<file path="config.mk">
export PLATFORM = sky130hd
export DESIGN_NAME = pes_mjpeg_marker_collator
export DESIGN_NICKNAME = d
export VERILOG_FILES = /design/src/rtl/core/mjmc_pkg.sv /design/src/rtl/core/mjmc_parser.sv /design/src/rtl/core/mjmc_out_reg.sv /design/src/rtl/core/pes_mjpeg_marker_collator.sv
export SDC_FILE = /design/constraint.sdc
export NUM_CORES = 1
export LEC_CHECK = 0
export BUFFER_PORTS_ARGS = -buffer_cell sky130_fd_sc_hd__clkbuf_2
export CAP_MARGIN = 20
export CORE_ASPECT_RATIO = 1.75
export CORE_MARGIN = 3
export CORE_UTILIZATION = 55
export DETAILED_ROUTE_END_ITERATION = 10
export PLACE_DENSITY = 0.75
export SLEW_MARGIN = 20
export SYNTH_ARGS = -nofsm -noshare
export SYNTH_HDL_FRONTEND = slang
export SYNTH_SLANG_ARGS = --single-unit
</file>
<file path="constraint.sdc">
create_clock -name aclk -period 19.65 [get_ports aclk]
set_input_delay 3.93 -clock aclk [delete_from_list [all_inputs] [get_ports aclk]]
set_output_delay 3.93 -clock aclk [all_outputs]
set_load 0.03 [all_outputs]
</file>
<file path="src/rtl/core/mjmc_pkg.sv">
// ----------------------------------------------------------------------------
// mjmc_pkg
// Shared types and constants for the PES deframer / JPEG marker collator.
// ----------------------------------------------------------------------------
`default_nettype none

package mjmc_pkg;

    localparam int POS_W = 17;

    // result kinds
    localparam logic [1:0] KIND_TIMESTAMPS = 2'd0;
    localparam logic [1:0] KIND_MARKER     = 2'd1;
    localparam logic [1:0] KIND_FRAME_END  = 2'd2;
    localparam logic [1:0] KIND_HDR_ERROR  = 2'd3;

    // configuration register indexes
    localparam logic [1:0] CFG_IGNORE_LOW  = 2'd0;
    localparam logic [1:0] CFG_IGNORE_HIGH = 2'd1;
    localparam logic [1:0] CFG_FRAME_START = 2'd2;

    localparam logic [7:0] CFG_IGNORE_LOW_RST  = 8'd0;
    localparam logic [7:0] CFG_IGNORE_HIGH_RST = 8'd191;
    localparam logic [7:0] CFG_FRAME_START_RST = 8'd216;

    // packet byte positions
    localparam logic [POS_W-1:0] POS_FIRST     = 17'd0;
    localparam logic [POS_W-1:0] POS_LEN_HI    = 17'd4;
    localparam logic [POS_W-1:0] POS_LEN_LO    = 17'd5;
    localparam logic [POS_W-1:0] POS_FLAGS     = 17'd7;
    localparam logic [POS_W-1:0] POS_HDR_LEN   = 17'd8;
    localparam logic [POS_W-1:0] POS_HDR_FIRST = 17'd9;
    localparam logic [POS_W-1:0] POS_PTS_LAST  = 17'd13;
    localparam logic [POS_W-1:0] POS_DTS_LAST  = 17'd18;

    localparam logic [1:0] TS_FLAGS_DTS_ONLY = 2'b01;
    localparam logic [1:0] TS_FLAGS_BOTH     = 2'b11;
    localparam logic [7:0] MARKER_PREFIX     = 8'hFF;

    typedef struct packed {
        logic [7:0] ignore_low;
        logic [7:0] ignore_high;
        logic [7:0] frame_start_code;
    } cfg_t;

    typedef struct packed {
        logic [1:0]  kind;
        logic [7:0]  code;
        logic [23:0] marker_offset;
        logic [23:0] frame_length;
        logic [32:0] pts;
        logic        pts_valid;
        logic [32:0] dts;
        logic        dts_valid;
    } res_t;

    // drop the marker bits of the 5-byte PES time stamp field
    function automatic logic [32:0] ts_extract(input logic [39:0] v);
        ts_extract = {v[35:33], v[31:17], v[15:1]};
    endfunction

endpackage

`default_nettype wire

</file>
<file path="src/rtl/core/mjmc_parser.sv">
// ----------------------------------------------------------------------------
// mjmc_parser
// Per-byte PES header tracking, time stamp capture and marker scan.
// State updates in the cycle the registered byte is consumed.
// ----------------------------------------------------------------------------
`default_nettype none

module mjmc_parser #(
    parameter int FRAME_SIZE_BITS = 24
) (
    input  wire logic          aclk,
    input  wire logic          aresetn,
    input  wire logic          advance,
    input  wire logic [7:0]    in_byte,
    input  wire logic          in_bstart,
    input  wire mjmc_pkg::cfg_t cfg,
    output mjmc_pkg::res_t     res,
    output logic               res_valid
);
    import mjmc_pkg::*;

    localparam int FSB   = FRAME_SIZE_BITS;
    localparam int EXT_W = (FSB > 24) ? FSB : 24;
    localparam logic [FSB-1:0] FS_ZERO = '0;
    localparam logic [FSB-1:0] FS_ONE  = FSB'(1);
    localparam logic [FSB-1:0] FS_TWO  = FSB'(2);
    localparam logic [FSB-1:0] FS_MAX  = {FSB{1'b1}};

    logic [POS_W-1:0] pos_reg;
    logic [15:0]      plen_reg;
    logic [7:0]       hdl_reg;
    logic [1:0]       tsf_reg;
    logic [39:0]      pts_reg;
    logic [39:0]      dts_reg;
    logic             prev_ff_reg;
    logic [FSB-1:0]   fsize_reg;
    logic             skip_reg;

    logic [POS_W-1:0] pos, pos_next, hdr_end, pkt_end;
    logic             skip, first;
    logic [15:0]      plen_base, plen_next;
    logic [7:0]       hdl_base, hdl_next;
    logic [1:0]       tsf_base, tsf_next;
    logic [39:0]      pts_base, dts_base, pts_next, dts_next;
    logic             prev_base, prev_ff_next;
    logic             in_hdr, hdr_err, ts_rep, payload, ignored, mk, fend, pkt_done;
    logic [FSB-1:0]   f1, fsize_next, moff;
    logic [EXT_W-1:0] flen_ext, moff_ext;
    logic             pv, dv;

    always_comb begin
        pos   = in_bstart ? POS_FIRST : pos_reg;
        skip  = in_bstart ? 1'b0 : skip_reg;
        first = (pos == POS_FIRST);

        // packet start clears the per-packet state
        plen_base = first ? 16'd0 : plen_reg;
        hdl_base  = first ? 8'd0  : hdl_reg;
        tsf_base  = first ? 2'd0  : tsf_reg;
        pts_base  = first ? 40'd0 : pts_reg;
        dts_base  = first ? 40'd0 : dts_reg;
        prev_base = first ? 1'b0  : prev_ff_reg;

        if (pos == POS_LEN_HI) begin
            plen_next = {in_byte, 8'd0};
        end else if (pos == POS_LEN_LO) begin
            plen_next = {plen_base[15:8], in_byte};
        end else begin
            plen_next = plen_base;
        end
        tsf_next = (pos == POS_FLAGS)   ? in_byte[7:6] : tsf_base;
        hdl_next = (pos == POS_HDR_LEN) ? in_byte      : hdl_base;

        hdr_end = POS_W'(hdl_next) + POS_HDR_LEN;
        in_hdr  = (pos >= POS_HDR_FIRST) && (pos <= hdr_end);

        pts_next = pts_base;
        dts_next = dts_base;
        for (int k = 0; k < 5; k++) begin
            if (in_hdr && pos == POS_PTS_LAST - POS_W'(k)) begin
                pts_next[8*k +: 8] = pts_base[8*k +: 8] | in_byte;
            end
            if (in_hdr && pos == POS_DTS_LAST - POS_W'(k)) begin
                dts_next[8*k +: 8] = dts_base[8*k +: 8] | in_byte;
            end
        end

        hdr_err = (pos == POS_FLAGS) && (in_byte[7:6] == TS_FLAGS_DTS_ONLY);
        ts_rep  = (pos >= POS_HDR_LEN) && (pos == hdr_end);
        payload = (pos >= POS_HDR_FIRST) && (pos > hdr_end);

        ignored = (in_byte >= cfg.ignore_low) && (in_byte <= cfg.ignore_high);
        f1      = (fsize_reg != FS_MAX) ? fsize_reg + FS_ONE : fsize_reg;
        mk      = payload && prev_base && (in_byte != MARKER_PREFIX) && !ignored;
        fend    = mk && (in_byte == cfg.frame_start_code) && (fsize_reg >= FS_TWO);
        moff    = (fsize_reg == FS_ZERO) ? FS_ZERO : fsize_reg - FS_ONE;
        flen_ext = EXT_W'(f1 - FS_TWO);
        moff_ext = EXT_W'(moff);

        prev_ff_next = payload ? (in_byte == MARKER_PREFIX) : prev_base;
        if (hdr_err) begin
            fsize_next = FS_ZERO;
        end else if (fend) begin
            fsize_next = FS_TWO;
        end else if (payload) begin
            fsize_next = f1;
        end else begin
            fsize_next = fsize_reg;
        end

        pkt_end  = {1'b0, plen_next} + POS_LEN_LO;
        pkt_done = (pos >= POS_LEN_LO) && (pos >= pkt_end);
        pos_next = (hdr_err || pkt_done) ? POS_FIRST : pos + POS_W'(1);

        pv = tsf_next[1];
        dv = (tsf_next == TS_FLAGS_BOTH);

        res = '0;
        if (hdr_err) begin
            res.kind = KIND_HDR_ERROR;
        end else if (ts_rep) begin
            res.kind      = KIND_TIMESTAMPS;
            res.pts       = pv ? ts_extract(pts_next) : 33'd0;
            res.pts_valid = pv;
            res.dts       = dv ? ts_extract(dts_next) : 33'd0;
            res.dts_valid = dv;
        end else if (fend) begin
            res.kind         = KIND_FRAME_END;
            res.code         = in_byte;
            res.frame_length = flen_ext[23:0];
        end else begin
            res.kind          = KIND_MARKER;
            res.code          = in_byte;
            res.marker_offset = moff_ext[23:0];
        end
        res_valid = advance && !skip && (hdr_err || ts_rep || mk);
    end

    always_ff @(posedge aclk) begin
        if (!aresetn) begin
            pos_reg     <= POS_FIRST;
            plen_reg    <= 16'd0;
            hdl_reg     <= 8'd0;
            tsf_reg     <= 2'd0;
            pts_reg     <= 40'd0;
            dts_reg     <= 40'd0;
            prev_ff_reg <= 1'b0;
            fsize_reg   <= FS_ZERO;
            skip_reg    <= 1'b0;
        end else if (advance && !skip) begin
            pos_reg     <= pos_next;
            plen_reg    <= plen_next;
            hdl_reg     <= hdl_next;
            tsf_reg     <= tsf_next;
            pts_reg     <= pts_next;
            dts_reg     <= dts_next;
            prev_ff_reg <= prev_ff_next;
            fsize_reg   <= fsize_next;
            skip_reg    <= hdr_err;
        end
    end

    // a header error parks the parser until the next buffer start
    a_err_skips: assert property (@(posedge aclk) disable iff (!aresetn)
        res_valid && res.kind == KIND_HDR_ERROR |=> skip_reg && fsize_reg == FS_ZERO)
        else $error("header error did not set skip");

    a_skip_hold: assert property (@(posedge aclk) disable iff (!aresetn)
        skip_reg && !in_bstart |=> $stable(fsize_reg) && $stable(pos_reg))
        else $error("state moved while skipping buffer");

    a_frame_restart: assert property (@(posedge aclk) disable iff (!aresetn)
        res_valid && res.kind == KIND_FRAME_END |=> fsize_reg == FS_TWO)
        else $error("frame size not restarted after frame end");

endmodule

`default_nettype wire

</file>
<file path="src/rtl/core/mjmc_out_reg.sv">
// ----------------------------------------------------------------------------
// mjmc_out_reg
// Result register on the master side; frees itself as the word is taken.
// ----------------------------------------------------------------------------
`default_nettype none

module mjmc_out_reg (
    input  wire logic       aclk,
    input  wire logic       aresetn,
    input  wire logic       load,
    input  wire mjmc_pkg::res_t res,
    input  wire logic       m_ready,
    output logic            m_valid,
    output mjmc_pkg::res_t  m_res,
    output logic            free
);
    import mjmc_pkg::*;

    logic valid_reg;
    res_t res_reg;

    always_ff @(posedge aclk) begin
        if (!aresetn) begin
            valid_reg <= 1'b0;
        end else if (load) begin
            valid_reg <= 1'b1;
        end else if (m_ready) begin
            valid_reg <= 1'b0;
        end
    end

    always_ff @(posedge aclk) begin
        if (load) begin
            res_reg <= res;
        end
    end

    assign m_valid = valid_reg;
    assign m_res   = res_reg;
    assign free    = !valid_reg || m_ready;

    a_no_overwrite: assert property (@(posedge aclk) disable iff (!aresetn)
        load |-> free)
        else $error("result register loaded while holding an untaken word");

endmodule

`default_nettype wire

</file>
<file path="src/rtl/core/pes_mjpeg_marker_collator.sv">
// ----------------------------------------------------------------------------
// pes_mjpeg_marker_collator
// PES deframer with JPEG marker scan: reports time stamps, markers, frame
// ends and malformed headers for a byte stream of PES packets.
//
//   channel  dir  width     contents
//   s_       in   8 + 1     one stream byte, buffer start flag
//   m_       out  128 + 2   one report word (kind in tuser)
//   cfg_     in   2 + 8     ignore range low/high, frame start code
//
// One byte per cycle sustained while m_tready stays high. A byte is first
// registered in the input register, and its report is written into the result
// register when the parser consumes it, raising m_tvalid. Bytes that cause no report leave no word.
// aresetn is synchronous; state and configuration go to their reset values.
// A word waiting on m_ with m_tready low holds the parser; s_tready drops
// while the input register is full and the parser is held.
// ----------------------------------------------------------------------------
`default_nettype none

module pes_mjpeg_marker_collator #(
    parameter int FRAME_SIZE_BITS = 24
) (
    input  wire logic         aclk,
    input  wire logic         aresetn,

    input  wire logic         s_tvalid,
    output logic              s_tready,
    input  wire logic [7:0]   s_tdata,   // [7:0] data_byte
    input  wire logic [0:0]   s_tuser,   // [0] buffer_start

    output logic              m_tvalid,
    input  wire logic         m_tready,
    // [7:0] code, [31:8] marker_offset, [55:32] frame_length, [88:56] pts,
    // [89] pts_valid, [122:90] dts, [123] dts_valid, [127:124] zero
    output logic [127:0]      m_tdata,
    output logic [1:0]        m_tuser,   // [1:0] kind

    input  wire logic         cfg_we,
    input  wire logic [1:0]   cfg_index,
    input  wire logic [7:0]   cfg_data
);
    import mjmc_pkg::*;

    logic       in_valid_reg;
    logic [7:0] in_byte_reg;
    logic       in_bstart_reg;
    logic       advance, out_free, res_valid;
    res_t       res, out_res;
    cfg_t       cfg_reg;

    assign advance  = in_valid_reg && out_free;
    assign s_tready = !in_valid_reg || advance;

    always_ff @(posedge aclk) begin
        if (!aresetn) begin
            in_valid_reg <= 1'b0;
        end else if (s_tvalid && s_tready) begin
            in_valid_reg <= 1'b1;
        end else if (advance) begin
            in_valid_reg <= 1'b0;
        end
    end

    always_ff @(posedge aclk) begin
        if (s_tvalid && s_tready) begin
            in_byte_reg   <= s_tdata;
            in_bstart_reg <= s_tuser[0];
        end
    end

    always_ff @(posedge aclk) begin
        if (!aresetn) begin
            cfg_reg.ignore_low       <= CFG_IGNORE_LOW_RST;
            cfg_reg.ignore_high      <= CFG_IGNORE_HIGH_RST;
            cfg_reg.frame_start_code <= CFG_FRAME_START_RST;
        end else if (cfg_we) begin
            case (cfg_index)
                CFG_IGNORE_LOW:  cfg_reg.ignore_low       <= cfg_data;
                CFG_IGNORE_HIGH: cfg_reg.ignore_high      <= cfg_data;
                CFG_FRAME_START: cfg_reg.frame_start_code <= cfg_data;
                default: ;
            endcase
        end
    end

    mjmc_parser #(
        .FRAME_SIZE_BITS(FRAME_SIZE_BITS)
    ) u_parser (
        .aclk      (aclk),
        .aresetn   (aresetn),
        .advance   (advance),
        .in_byte   (in_byte_reg),
        .in_bstart (in_bstart_reg),
        .cfg       (cfg_reg),
        .res       (res),
        .res_valid (res_valid)
    );

    mjmc_out_reg u_out_reg (
        .aclk    (aclk),
        .aresetn (aresetn),
        .load    (res_valid),
        .res     (res),
        .m_ready (m_tready),
        .m_valid (m_tvalid),
        .m_res   (out_res),
        .free    (out_free)
    );

    assign m_tuser = out_res.kind;
    assign m_tdata = {4'd0, out_res.dts_valid, out_res.dts, out_res.pts_valid, out_res.pts,
                      out_res.frame_length, out_res.marker_offset, out_res.code};

    // a held input word stays while the result side is blocked
    a_in_hold: assert property (@(posedge aclk) disable iff (!aresetn)
        in_valid_reg && !out_free |=> in_valid_reg && $stable(in_byte_reg))
        else $error("input word lost during output stall");

    a_report_needs_input: assert property (@(posedge aclk) disable iff (!aresetn)
        res_valid |-> in_valid_reg)
        else $error("report without a word in the input register");

endmodule

`default_nettype wire

</file>
==> impl_metrics.ini, run 1 <==
[outcome]
status = finished clean

[yosys]
synth_seq_cells = 296
syn-cell-area_um2 = 14800
ys_async_sr_fraction = 0
synth_top_area_cell = edfxtp_1
netlist_instances = 1632
synth_warnings = 0
synth_edf_count = 135
synth_flop_cell = dfxtp_1
yosysSeqAreaShare = 0.490
syn_avg_cell_area_um2 = 9.09
yosys-top-cells-area = edfxtp_1 27%, dfxtp_1 22%, nand2_1 6.0%
yosysUniqueCellTypes = 76
synth_top_area_share = 0.273

[finish]
multi_input_area_um2 = 7020
nets = 1802
fill_cells = 2134
final_util = 0.634
largest_reg_flops = 126
drive_gt1_frac = 0.136
syn_to_final_growth_pct = 12.2
final_common_cell = nand2_1
diodes = 0
mostFrequentLayoutCells = 238 x nand2_1, 173 x nor2_1, 161 x dfxtp_1
seq_area_um2 = 7280

[timing]
setup_viol = 0
period_needed_ns = 8.43
slew_violations = 0
worst-slew-pin-transition_ns = 1.12
finClkSkew_ns = 0.0232
setup_tns_ns = 0
period_share = 0.429
slew_headroom = 0.249
clock.fmax_ghz = 0.119
rsz0062_at_grt = false
final-hold-violation-count = 0

[setup_path]
cp.required_ns = 15.72
cp_cell_sequence = clkbuf_2 > nor2b_1 > nand2_1 > clkbuf_2
crit_top_cell = clkbuf_2
critical_path.max_stage_delay_ns = 0.19
crit_path_end_kind = output pin
path_buf_inv = 2
slowest_stage = nor2b_1
arrival_ns = 4.50
crit_family = simple AND/OR/NAND/NOR gates
path_class = in -> out
crit_fanout = 3
start_kind = input pin

[die]
die-width_um = 130
start_util = 0.565
coreArea_um2 = 26300
dieHeight_um = 223
fp.dieArea_um2 = 29100
boundaryPins = 156
rows = 78

[pwr]
powerDensity_nw_per_um2 = 73.5
vdd_drop_max_mv = 0.0769
leakagePower_nw = 6.29

[placement]
place.gp.congestion = 0.972
portBuffers = 151
hpwl_um = 27400

[global_route]
overflow = 0
antenna_found_initial = 0
grt_pass1_wl_um = 60100
grt_max_degree = 65
track_usage = 0.259
first_global_vias = 11602

[route]
drtPass1Iterations = 7
vias = 12273
finalWirelength_um = 38300
drt.antenna.violating_nets = 0
remaining_drc_errors = 0
vias_per_cell = 5.94
wire_per_inst_um = 18.5
drt_iter0_drc = 1027

[flow_run]
maxCapViolCount = 0

[clock_tree]
cts_buffers = 26
clk_path_buf_depth = 3
cts.hold.buffers_added = 0
clock-root-buffer = clkbuf_16
postCtsSetupRepairBufs = 0
clkSlewWorstSetupHoldPaths_ns = 0.07
cts.sinks = 296
clk-insertion-delay-late_ns = 0.55
htree_levels = 1
cts_tree = done
ctsResizeCount = 0

[hold_path]
hold_path.class = reg -> reg
-- worst register-to-register path, stage by stage, from the launching register on --
cell      delay [ns]
edfxtp_1        0.33
buf_4           0.30
inv_1           0.21
nand2_1         0.30
ha_1            0.38
nand2_1         0.19
nor4_1          0.94
nand2_1         0.11
nand2_1         0.16
ha_1            0.20
nand3_1         0.09
xor2_1          0.16
ha_1            0.31
nand4_1         0.12
or4_1           0.52
and2_1          0.17
maj3_1          0.38
o21bai_1        0.35
nand3_1         0.22
nor3_2          0.87
a22oi_1         0.16
nor2_1          0.18
-- stage by stage --
step                setup slack [ns]  hold WS, ns  power [mW]  instances  cell area, µm²
floorplan                       8.32        0.425       0.700       1635           14900
global placement               11.26        0.434       0.719       2019           15800
detailed placement             11.21        0.442       0.720       2019           15800
CTS                            11.21        0.458        1.23       2067           16600
global route                   11.18        0.475        1.26       2067           16600
finish                         11.22        0.456        1.22       2067           16600
-- cell type report --
class                   count  share of cell area
well taps                 320              0.0241
flip-flops and latches    296               0.437
repair buffers            175              0.0562
clock inverters            11             0.00729
inverters                  41             0.00925
clock buffers              37              0.0443
multi-input cells        1187               0.422
-- per-layer routing --
| layer | vias to the layer above | global-route usage | wire length, µm |
|---|---|---|---|
| met4 | 0 | 0.135 | 2170 |
| met1 | 5808 | 0.283 | 13700 |
| met3 | 126 | 0.0247 | 1880 |
| met5 | - | 0 | 0 |
| li1 | 5933 | - | - |
| met2 | 406 | 0.480 | 20600 |
-- synthesized netlist by cell type (6+ instances only) --
library cell    n
nand3b_1        6
a211oi_1       11
a21boi_0       17
nor2_1        173
ha_1           51
inv_1          40
and3_1         21
nand4_1        20
nor4_1         12
a22oi_1        25
clkbuf_1       87
xnor2_1        53
a21o_1         13
a31oi_1         9
mux2i_1        12
nand2_1       239
o22ai_1         8
o21ai_0       119
nor3b_1        14
a32oi_1        12
nand2b_1       12
buf_1          11
nand3_1        68
edfxtp_1      135
a22o_1          8
nor3_1         35
buf_2           9
xor2_1         38
a21oi_1        65
nor2b_1        42
o21a_1          7
or3_1           8
and2_1         11
o211ai_1       10
dfxtp_1       161
-- where the power goes --
part / internal [mW] / switching [mW]
clock: 0.291 / 0.226
combinational: 0.0182 / 0.0400
sequential: 0.644 / 0.00503
total: 0.953 / 0.271
-- cells by family (layout without fill, tap and decap cells) --
| group | after synthesis | count (layout) | synth area share |
|---|---|---|---|
| simple gates | 688 | 688 | 0.218 |
| compound gates | 339 | 339 | 0.145 |
| flops | 296 | 296 | 0.490 |
| buf+inv | 152 | 264 | 0.0402 |
| xor+xnor | 91 | 91 | 0.0537 |
| fa+ha+maj | 52 | 52 | 0.0437 |
| mux | 13 | 13 | 0.00885 |
| other cells | 1 | 4 | 0.000253 |
-- worst paths after layout --
check                         endpoint  slack, ns  depth (start not counted)            startpoint
setup / recovery              s_tready      11.22                          4              m_tready
hold / removal    u_parser.dts_reg[33]       0.46                          2  u_parser.dts_reg[33]
setup reg to reg   u_out_reg.m_res[62]      12.83                         21         in_bstart_reg
hold reg to reg   u_parser.dts_reg[33]       0.46                          2  u_parser.dts_reg[33]
Power figures use the tool's default switching activity.
==> run 2, diff against run 1 <==
Clock period 19.65 ns to 8.7 ns, I/O delays scaled along.
==> run 2 against run 1 <==
Against the previous run: critical path type is now reg -> reg; worst hold slack got worse by 0.0022 ns; global-route usage grew 0.40 points; cell count is 0.24% higher; core utilization increased by 0.091 points; via count is 0.61% higher; clock-buffer cell count rose by 1; clock skew is 0.0046 ns higher; die area unchanged; cell area up 0.14%; largest power group unchanged; highest routed layer unchanged.
==> impl_metrics.ini, run 2 (same netlist as run 1, synthesis figures left out) <==
[timing]
final-hold-violation-count = 0
setup_tns_ns = 0
fin_hold_ws_ns = 0.454
setup_viol = 0
finClkSkew_ns = 0.0278
rsz0062_at_grt = false
worst-slew-pin-transition_ns = 1.10
slew_violations = 0
period_share = 0.815
slew_headroom = 0.260
clock.fmax_ghz = 0.141
period_needed_ns = 7.09

[pwr]
seqPwrFrac = 0.535
cell_internal_pwr_mw = 2.13
design_power_total_mw = 2.76
leakagePower_nw = 6.30
vdd_drop_max_mv = 0.146
p_sw_mw = 0.624
p_comb_frac = 0.045
powerDensity_nw_per_um2 = 165
p_clk_frac = 0.420
power_switching_share = 0.227

[finish]
largest_reg_flops = 126
drive_gt1_frac = 0.136
syn_to_final_growth_pct = 12.3
mostFrequentLayoutCells = 239 x nand2_1, 173 x nor2_1, 161 x dfxtp_1
multi_input_area_um2 = 7020
diodes = 0
stdcell_count = 2072
seq_area_um2 = 7280
fill_cells = 2172
final_common_cell = nand2_1
nets = 1806

[clock_tree]
cts.sinks = 296
postCtsSetupRepairBufs = 0
clk_path_buf_depth = 3
cts_buffers = 27
clk-insertion-delay-late_ns = 0.56
cts_tree = done
cts.hold.buffers_added = 0
clock-root-buffer = clkbuf_16
htree_levels = 1
clkSlewWorstSetupHoldPaths_ns = 0.06
ctsResizeCount = 0

[setup_path]
path_class = reg -> reg
worstRegToRegCells = 21
critical_path.max_stage_delay_ns = 0.97
cp.required_ns = 9.10
worstReg2RegStart = in_bstart_reg
slowest_stage = edfxtp_1
crit_path_end_kind = flop
arrival_ns = 7.49
start_kind = flop
cp-startpoint = in_bstart_reg
crit_family = simple AND/OR/NAND/NOR gates
crit_top_cell = nand2_1
crit_fanout = 29
r2r_end = u_out_reg.m_res[112]
rrSetupSlack_ns = 1.61
cp_cell_sequence = inv_1 > nand2_1 > ha_1 > nand2_1 > nor4_1 > nand2_1 > nand2_1 > ha_1 > nand3_1 > xor2_1 > ha_1 > nand4_1 > or4_1 > and2_1 > maj3_1 > o21bai_1 > or3_1 > buf_4 > o311ai_2 > buf_4 > nor2_1
path_buf_inv = 3

[global_route]
overflow = 0
grt_max_degree = 92
first_global_vias = 11858
antenna_found_initial = 0
track_usage = 0.263
grt_pass1_wl_um = 61100

[die]
start_util = 0.565
die-width_um = 130
fp.dieArea_um2 = 29100
rows = 78
coreArea_um2 = 26300
boundaryPins = 156
dieHeight_um = 223

[route]
wire_per_inst_um = 18.9
remaining_drc_errors = 0
drtPass1Iterations = 5
vias = 12348
drt.antenna.violating_nets = 0
drt_iter0_drc = 939
finalWirelength_um = 39100
vias_per_cell = 5.96

[hold_path]
hold_path.class = reg -> reg
hold_depth = 2
holdPathEnd = u_parser.dts_reg[9]
hold_start = u_parser.dts_reg[9]

[placement]
hpwl_um = 28400
dp.cells = 2022
portBuffers = 151
place.gp.congestion = 0.963

[outcome]
status = finished clean

[flow_run]
maxCapViolCount = 0
## run 2: cell types whose count changed in the layout (fill, tap and decap cells not counted), moves of 2 or more
| cell | before | now |
|---|---|---|
| buf_4 | 24 | 26 |
| clkinv_1 | 1 | 4 |
| clkinv_2 | 4 | 2 |
| clkbuf_8 | 0 | 3 |
## run 2: how the worst max path moves through the flow
stage	to	slack, ns	cells past startpoint
global placement	u_parser.pos_reg[14]	1.99	25
global route	u_parser.pos_reg[14]	1.20	25
CTS	u_out_reg.m_res[109]	1.71	21
detailed placement	u_out_reg.m_res[109]	1.75	21
floorplan	u_out_reg.m_res[0]	0.67	21
finish	u_out_reg.m_res[112]	1.61	21
## run 2: power by group through the flow
stage                     Sequential (mW)  Clock, mW  Combinational, mW
after global placement               1.50          0              0.120
after CTS                            1.47       1.17              0.123
after floorplan                      1.49          0             0.0898
final                                1.47       1.16              0.124
after detailed placement             1.50          0              0.123
after global routing                 1.47       1.22              0.136
## run 2: area by class of cell
cell class / instances / area share
inverter: 41 / 0.00923
clock buffer: 38 / 0.0448
tap: 320 / 0.0240
multi-input combinational: 1187 / 0.421
timing repair buffer: 178 / 0.0582
sequential: 296 / 0.437
clock inverter: 12 / 0.00630
## run 2: layer usage
layer	share of wire	GRT usage
met1	0.37	0.289
met2	0.54	0.491
met5	0	0
met4	0.048	0.123
met3	0.043	0.0261
## run 2: metrics by stage
step / worst slack, ns / cell area, µm² / utilization
finish: 1.61 / 16700 / 0.635
global route: 1.20 / 16700 / 0.635
CTS: 1.71 / 16700 / 0.635
detailed placement: 1.75 / 15800 / 0.603
global placement: 1.99 / 15800 / 0.603
floorplan: 0.666 / 14900 / -
## run 2: worst register-to-register path, delay by kind of cell, from the launching register on
kind	cells	cell delay, ns
simple gates	11	3.36
fa+ha+maj	4	1.21
flops	1	0.97
buf+inv	3	0.75
compound gates	2	0.50
xor+xnor	1	0.16
